File: src/rtl/itoa_pkg.sv
// Shared types and constants for the integer to ASCII formatter.
package itoa_pkg;

    localparam int VALUE_WIDTH = 64;
    localparam int DEC_DIGITS  = (VALUE_WIDTH * 30103) / 100000 + 1;
    localparam int HEX_DIGITS  = (VALUE_WIDTH + 3) / 4;
    localparam int DIG_BITS    = DEC_DIGITS * 4;
    localparam int HEX_BITS    = HEX_DIGITS * 4;
    localparam int PAD_BITS    = DIG_BITS - HEX_BITS;
    localparam int CNT_W       = $clog2(VALUE_WIDTH + 1);
    localparam int LEFT_W      = $clog2(DEC_DIGITS + 1);

    localparam logic [6:0] CH_ZERO = 7'h30;
    localparam logic [6:0] CH_A    = 7'h41;
    localparam logic [6:0] CH_X    = 7'h78;

    localparam logic CMD_DEC = 1'b0;
    localparam logic CMD_HEX = 1'b1;

    typedef struct packed {
        logic        command;
        logic [63:0] value;
    } t_in;

    typedef struct packed {
        logic [6:0] character;
        logic       last;
    } t_out;

endpackage

File: src/rtl/itoa_dabble.sv
// Iterative shift-and-add-3 unit that turns a binary value into BCD digits.
module itoa_dabble (
    input  logic                                i_clk,
    input  logic                                i_rst_n,
    input  logic                                i_start,
    input  logic [itoa_pkg::VALUE_WIDTH-1:0]    i_value,
    output logic                                o_done,
    output logic [itoa_pkg::DIG_BITS-1:0]       o_bcd
);

    logic [itoa_pkg::VALUE_WIDTH-1:0] r_bin;
    logic [itoa_pkg::VALUE_WIDTH-1:0] n_bin;
    logic [itoa_pkg::DIG_BITS-1:0]    r_bcd;
    logic [itoa_pkg::DIG_BITS-1:0]    n_bcd;
    logic [itoa_pkg::DIG_BITS-1:0]    adj;
    logic [itoa_pkg::CNT_W-1:0]       r_cnt;
    logic                             r_busy;
    logic                             r_done;

    always_comb begin
        for (int d = 0; d < itoa_pkg::DEC_DIGITS; d++) begin
            if (r_bcd[d*4 +: 4] >= 4'd5) begin
                adj[d*4 +: 4] = r_bcd[d*4 +: 4] + 4'd3;
            end else begin
                adj[d*4 +: 4] = r_bcd[d*4 +: 4];
            end
        end
        {n_bcd, n_bin} = {adj, r_bin} << 1;
    end

    always_ff @(posedge i_clk) begin
        if (!i_rst_n) begin
            r_busy <= 1'b0;
            r_done <= 1'b0;
            r_cnt  <= '0;
        end else begin
            r_done <= 1'b0;
            if (i_start) begin
                r_bin  <= i_value;
                r_bcd  <= '0;
                r_cnt  <= itoa_pkg::CNT_W'(itoa_pkg::VALUE_WIDTH);
                r_busy <= 1'b1;
            end else if (r_busy) begin
                r_bin <= n_bin;
                r_bcd <= n_bcd;
                r_cnt <= r_cnt - 1'b1;
                if (r_cnt == itoa_pkg::CNT_W'(1)) begin
                    r_busy <= 1'b0;
                    r_done <= 1'b1;
                end
            end
        end
    end

    assign o_done = r_done;
    assign o_bcd  = r_bcd;

`ifndef SYNTHESIS
    a_done_after_busy: assert property (@(posedge i_clk) disable iff (!i_rst_n)
        r_done |-> $past(r_busy))
        else $error("done without a conversion in progress");
    a_start_when_free: assert property (@(posedge i_clk) disable iff (!i_rst_n)
        i_start |-> !r_busy)
        else $error("start while a conversion is in progress");
    a_count_live: assert property (@(posedge i_clk) disable iff (!i_rst_n)
        r_busy |-> r_cnt != '0)
        else $error("busy with an exhausted bit count");
`endif

endmodule

File: src/rtl/integer_to_ascii_formatter_top.sv
// Top level of the integer to ASCII formatter: sequencer, digit buffer and output register.
//
//  channel  direction  handshake               payload
//  in       receive    i_in_valid, o_in_stall  i_in_data  (command, value)
//  out      send       o_out_valid, i_out_stall o_out_data (character, last)
//
// A decimal value is converted in the shift-and-add-3 unit, one bit per cycle.
// Leading zero digits are then dropped at one digit per cycle, and each character
// waits for a free output register.
// A hex item skips the conversion and is sent behind a 0x prefix.
// Reset is synchronous and clears the sequencer and the output valid register.
// The input is stalled for the whole item; a stalled output beat holds the prefix and emit states.
module integer_to_ascii_formatter_top (
    input  logic           i_clk,
    input  logic           i_rst_n,
    input  logic           i_in_valid,
    output logic           o_in_stall,
    input  itoa_pkg::t_in  i_in_data,
    output logic           o_out_valid,
    input  logic           i_out_stall,
    output itoa_pkg::t_out o_out_data
);

    typedef enum logic [2:0] {
        S_IDLE,
        S_CONV,
        S_PFX0,
        S_PFXX,
        S_SKIP,
        S_EMIT
    } t_state;

    t_state                            r_state;
    t_state                            n_state;
    logic [itoa_pkg::DIG_BITS-1:0]     r_dig;
    logic [itoa_pkg::DIG_BITS-1:0]     n_dig;
    logic [itoa_pkg::LEFT_W-1:0]       r_left;
    logic [itoa_pkg::LEFT_W-1:0]       n_left;
    logic                              r_out_valid;
    logic                              n_out_valid;
    itoa_pkg::t_out                    r_out;
    itoa_pkg::t_out                    n_out;

    logic                              in_take;
    logic                              out_free;
    logic                              dab_done;
    logic [itoa_pkg::DIG_BITS-1:0]     dab_bcd;
    logic [itoa_pkg::HEX_BITS-1:0]     hex_ext;
    logic [3:0]                        top_nib;
    logic [6:0]                        top_char;

    assign in_take  = i_in_valid && (r_state == S_IDLE);
    assign out_free = !r_out_valid || !i_out_stall;
    assign top_nib  = r_dig[itoa_pkg::DIG_BITS-1 -: 4];

    itoa_dabble u_dabble (
        .i_clk   (i_clk),
        .i_rst_n (i_rst_n),
        .i_start (in_take && (i_in_data.command == itoa_pkg::CMD_DEC)),
        .i_value (i_in_data.value[itoa_pkg::VALUE_WIDTH-1:0]),
        .o_done  (dab_done),
        .o_bcd   (dab_bcd)
    );

    always_comb begin
        hex_ext = '0;
        hex_ext[itoa_pkg::VALUE_WIDTH-1:0] = i_in_data.value[itoa_pkg::VALUE_WIDTH-1:0];
        if (top_nib <= 4'd9) begin
            top_char = itoa_pkg::CH_ZERO + {3'b000, top_nib};
        end else begin
            top_char = itoa_pkg::CH_A + {3'b000, top_nib} - 7'd10;
        end
    end

    always_comb begin
        n_state     = r_state;
        n_dig       = r_dig;
        n_left      = r_left;
        n_out_valid = r_out_valid && i_out_stall;
        n_out       = r_out;
        case (r_state)
            S_IDLE: begin
                if (i_in_valid) begin
                    if (i_in_data.command == itoa_pkg::CMD_HEX) begin
                        n_dig   = itoa_pkg::DIG_BITS'(hex_ext) << itoa_pkg::PAD_BITS;
                        n_left  = itoa_pkg::LEFT_W'(itoa_pkg::HEX_DIGITS);
                        n_state = S_PFX0;
                    end else begin
                        n_state = S_CONV;
                    end
                end
            end
            S_CONV: begin
                if (dab_done) begin
                    n_dig   = dab_bcd;
                    n_left  = itoa_pkg::LEFT_W'(itoa_pkg::DEC_DIGITS);
                    n_state = S_SKIP;
                end
            end
            S_PFX0: begin
                if (out_free) begin
                    n_out_valid     = 1'b1;
                    n_out.character = itoa_pkg::CH_ZERO;
                    n_out.last      = 1'b0;
                    n_state         = S_PFXX;
                end
            end
            S_PFXX: begin
                if (out_free) begin
                    n_out_valid     = 1'b1;
                    n_out.character = itoa_pkg::CH_X;
                    n_out.last      = 1'b0;
                    n_state         = S_SKIP;
                end
            end
            S_SKIP: begin
                if (top_nib == 4'd0 && r_left != itoa_pkg::LEFT_W'(1)) begin
                    n_dig  = r_dig << 4;
                    n_left = r_left - 1'b1;
                end else begin
                    n_state = S_EMIT;
                end
            end
            S_EMIT: begin
                if (out_free) begin
                    n_out_valid     = 1'b1;
                    n_out.character = top_char;
                    n_out.last      = (r_left == itoa_pkg::LEFT_W'(1));
                    n_dig           = r_dig << 4;
                    n_left          = r_left - 1'b1;
                    if (r_left == itoa_pkg::LEFT_W'(1)) begin
                        n_state = S_IDLE;
                    end
                end
            end
            default: begin
                n_state = S_IDLE;
            end
        endcase
    end

    always_ff @(posedge i_clk) begin
        if (!i_rst_n) begin
            r_state     <= S_IDLE;
            r_left      <= '0;
            r_out_valid <= 1'b0;
        end else begin
            r_state     <= n_state;
            r_left      <= n_left;
            r_out_valid <= n_out_valid;
        end
        r_dig <= n_dig;
        r_out <= n_out;
    end

    assign o_in_stall  = (r_state != S_IDLE);
    assign o_out_valid = r_out_valid;
    assign o_out_data  = r_out;

`ifndef SYNTHESIS
    a_busy_after_take: assert property (@(posedge i_clk) disable iff (!i_rst_n)
        in_take |=> (r_state != S_IDLE))
        else $error("accepted beat did not start an item");
    a_left_live: assert property (@(posedge i_clk) disable iff (!i_rst_n)
        (r_state == S_SKIP || r_state == S_EMIT) |-> (r_left != '0))
        else $error("digit walk with no digits left");
    a_done_in_conv: assert property (@(posedge i_clk) disable iff (!i_rst_n)
        dab_done |-> (r_state == S_CONV))
        else $error("conversion finished outside the conversion state");
`endif

endmodule
File: config.mk
export PLATFORM = sky130hd
export DESIGN_NAME = integer_to_ascii_formatter_top
export DESIGN_NICKNAME = d
export VERILOG_FILES = /design/src/rtl/itoa_pkg.sv /design/src/rtl/itoa_dabble.sv /design/src/rtl/integer_to_ascii_formatter_top.sv
export SDC_FILE = /design/constraint.sdc
export NUM_CORES = 1
export LEC_CHECK = 0
export BUFFER_PORTS_ARGS = -buffer_cell sky130_fd_sc_hd__buf_2
export CORE_MARGIN = 4
export CORE_UTILIZATION = 50
export CTS_BUF_LIST = sky130_fd_sc_hd__clkbuf_4
export DETAILED_ROUTE_END_ITERATION = 16
export GPL_ROUTABILITY_DRIVEN = 0
export PLACE_DENSITY = 0.7
export SLEW_MARGIN = 20
export SYNTH_ARGS = -nofsm -noshare
export SYNTH_HDL_FRONTEND = slang
export SYNTH_SLANG_ARGS = --single-unit
File: constraint.sdc
create_clock -name i_clk -period 5.79 [get_ports i_clk]
set_clock_uncertainty 0.15 [all_clocks]
set_input_delay 1.4475 -clock i_clk [delete_from_list [all_inputs] [get_ports i_clk]]
set_output_delay 1.4475 -clock i_clk [all_outputs]
set_load 0.02 [all_outputs]
==> results.yml <==
worst_hold_path:
  hold_class: "register to register"
  min_to: "u_dabble.r_cnt[1]$_SDFFE_PP0P_"
  min_from: "u_dabble.r_cnt[1]$_SDFFE_PP0P_"
  hold-path-cell-count: 2
status:
  status: "completed"
sta:
  setup_ws_ps: 2120
  fin_setup_tns_ps: 0
  min_period_ps: 3670
  post-route-period-util: 0.634
  setup_viol: 0
  finalHoldViolCount: 0
  drv_slew: 0
  rsz0062_at_grt: "false"
  max_clock_freq_mhz: 272
  hold_ws_ps: 360
  slew_headroom: 0.264
  tightest_slew_ps: 1100
power:
  power_frac_seq: 0.479
  switching_power_mw: 1.99
  vdd_drop_max_mv: 0.317
  power.internal_mw: 4.05
  p_comb_frac: 0.253
  clock_power_share: 0.268
  power_mw: 6.04
  p_sw_frac: 0.329
  power_density_mw_per_mm2: 416
  p_leak_nw: 5.32
cts:
  postCtsSetupBuffers: 0
  cts.sinks: 250
  h-tree-depth: 3
  cts_hold_buf: 0
  clkLatencyLatePin_ps: 660
  cts_tree: "done"
  cts_buffers: 70
  cts.repair.resized: 0
  clockBufferDepth: 3
  clockRootBuffer: "clkbuf_4"
  clkTransAtPathRegs_ps: 60
route:
  via_per_inst: 5.61
  drtIter0Drc: 725
  postRouteWirelength_mm: 27.8
  dr.pass1.iters: 5
  vias: 9115
  drc: 0
  detail_route.wl_per_cell_um: 17.1
  drtAntennaViolNets: 0
setup_path:
  cp.arrival_ps: 2070
  start_kind: "register"
  critPathRequiredTime_ps: 4190
  r2r_start: "r_state[2]$_SDFFE_PN0P_"
  r2r-end: "o_out_data[4]$_DFFE_PP_"
  path_max_fanout: 46
  r2r_setup_slack_ps: 2620
  endpoint_kind: "output port"
  crit_type: "register to output port"
  r2r_cells: 6
final_layout:
  area_growth_pct: 12.2
  fin_nets: 1363
  drive_gt1_frac: 0.196
  nFillCells: 2166
global_route:
  first_global_vias: 8929
  track_usage: 0.195
  antenna_found_initial: 1
  grt_pass1_wl_mm: 45.6
  grt_max_degree: 148
  grt-ovfl-total: 0
yosys:
  avgSynthCellArea_um2: 11.3
  synth.top_cell.area_share: 0.538
  syn_nets: 1264
  ys_types: 50
  yosys.area.top_type: "edfxtp_1"
  synthCells: 1148
  ys_ff_latch: 250
  ys.warnings.count: 0
  synth-edff-count: 232
  ys.flop_type: "edfxtp_1"
  synth.cell_area_mm2: 0.0130
  ys_async_sr_fraction: 0
  synth.top_cells.by_area: "edfxtp_1, ha_1, a21oi_1"
  seq_area_frac_synth: 0.566
placement:
  portBuffers: 78
  place_ws_ps: 1980
  dpl.hpwl_mm: 16.9
floorplan:
  fp.dieH_um: 169
  initial_utilization: 0.511
  die_area_mm2: 0.0285
  ioPinCount: 79
  die_w_um: 169
  coreArea_mm2: 0.0253
  rows: 58
job:
  cap_violations: 0
[state kept, by name, indices dropped and copies added (netlist names)]
name,cells
u_dabble.r_busy,1
r_dig,80
o_out_data,8
u_dabble.o_done,1
r_left,5
o_out_valid,1
u_dabble.r_bin,64
r_state,3
u_dabble.o_bcd,80
u_dabble.r_cnt,7
[kinds of logic after synthesis]
group,count (synthesis),share of synthesized area
and+or+nand+nor,293,0.115
buffers and inverters,129,0.0406
xor gates and xnor gates,27,0.0183
adders and majority gates,47,0.0454
muxes,63,0.0548
DFF,250,0.566
AOI/OAI and AO/OA,339,0.160
[through the flow]
step	instances	utilization	instance area (µm²)
finish	1626	0.574	14500
global route	1626	0.574	14500
CTS	1625	0.573	14500
detailed placement	1505	0.539	13600
global placement	1505	0.539	13600
floorplan	1148	-	13000
[layer usage]
layer	global-route usage	routed length [µm]
met5	0	0
met4	0.0610	489
met3	0.0432	1490
met2	0.298	12700
met1	0.280	13100
[synth_stat cells (3+ instances only)]
master / number
a211oi_1: 24
a21boi_0: 3
a21oi_1: 112
a22o_1: 12
a22oi_1: 64
and2_1: 8
buf_1: 11
buf_2: 15
buf_4: 6
clkbuf_1: 29
dfxtp_1: 18
edfxtp_1: 232
ha_1: 47
inv_1: 68
mux2_1: 22
mux2_2: 41
nand2_1: 49
nand2b_1: 7
nand3b_1: 4
nor2_1: 96
nor2b_1: 87
nor3_1: 22
nor4b_1: 3
o21a_1: 3
o21ai_0: 89
o21bai_1: 18
o221a_2: 3
xnor2_1: 24
xor2_1: 3
[power groups by stage]
| stage | clock network (mW) | registers [mW] | logic (mW) |
|---|---|---|---|
| detailed placement | 0 | 2.91 | 1.53 |
| global placement | 0 | 2.91 | 1.49 |
| floorplan | 0 | 2.77 | 1.23 |
| global route | 1.76 | 2.93 | 1.73 |
| CTS | 1.67 | 2.88 | 1.54 |
| finish | 1.62 | 2.89 | 1.53 |
[worst max-delay path, stage by stage, from the launching register on]
cell and delay, ps:
dfxtp_2 1050, or3_1 200, buf_2 160
[worst max-delay path by stage]
stage / start / endpoint / slack, ps / cells after the start
5_1_grt: r_state[1]$_SDFFE_PN0P_ / o_in_stall / 1970 / 2
4_1_cts: r_state[1]$_SDFFE_PN0P_ / o_in_stall / 2060 / 2
3_3_place_gp: i_in_data[64] / u_dabble.o_bcd[30]$_SDFFCE_PP0P_ / 2020 / 4
2_1_floorplan: i_out_stall / r_dig[0]$_DFFE_PP_ / 1140 / 3
6_report: r_state[1]$_SDFFE_PN0P_ / o_in_stall / 2120 / 2
3_5_place_dp: i_in_data[64] / u_dabble.o_bcd[30]$_SDFFCE_PP0P_ / 1980 / 4
[area by class of cell]
cell class / instances / area, µm² / share of cell area
Sequential cell: 250 / 7330 / 0.505
Multi-Input combinational cell: 769 / 5140 / 0.354
Clock buffer: 97 / 728 / 0.0501
Timing Repair Buffer: 88 / 503 / 0.0346
Tap cell: 330 / 413 / 0.0284
Inverter: 68 / 255 / 0.0176
Clock inverter: 23 / 149 / 0.0103
Antenna cell: 1 / 2.50 / 0.000172
[layout by cell type, fill, tap and decap left out, types with 8 or more instances in the layout]
cell type    n
edfxtp_1   232
a21oi_1    112
clkinv_1    12
ha_1        47
buf_2       78
xnor2_1     24
nor2b_1     85
o21ai_0     89
and2_1       8
o21bai_1    18
dfxtp_1     15
a211oi_1    24
nand2_1     49
a22oi_1     64
mux2_2      41
nor2_1      95
a22o_1      12
clkbuf_4    97
nor3_1      22
mux2_1      22
inv_1       68
(Power assumes the default switching activity.)
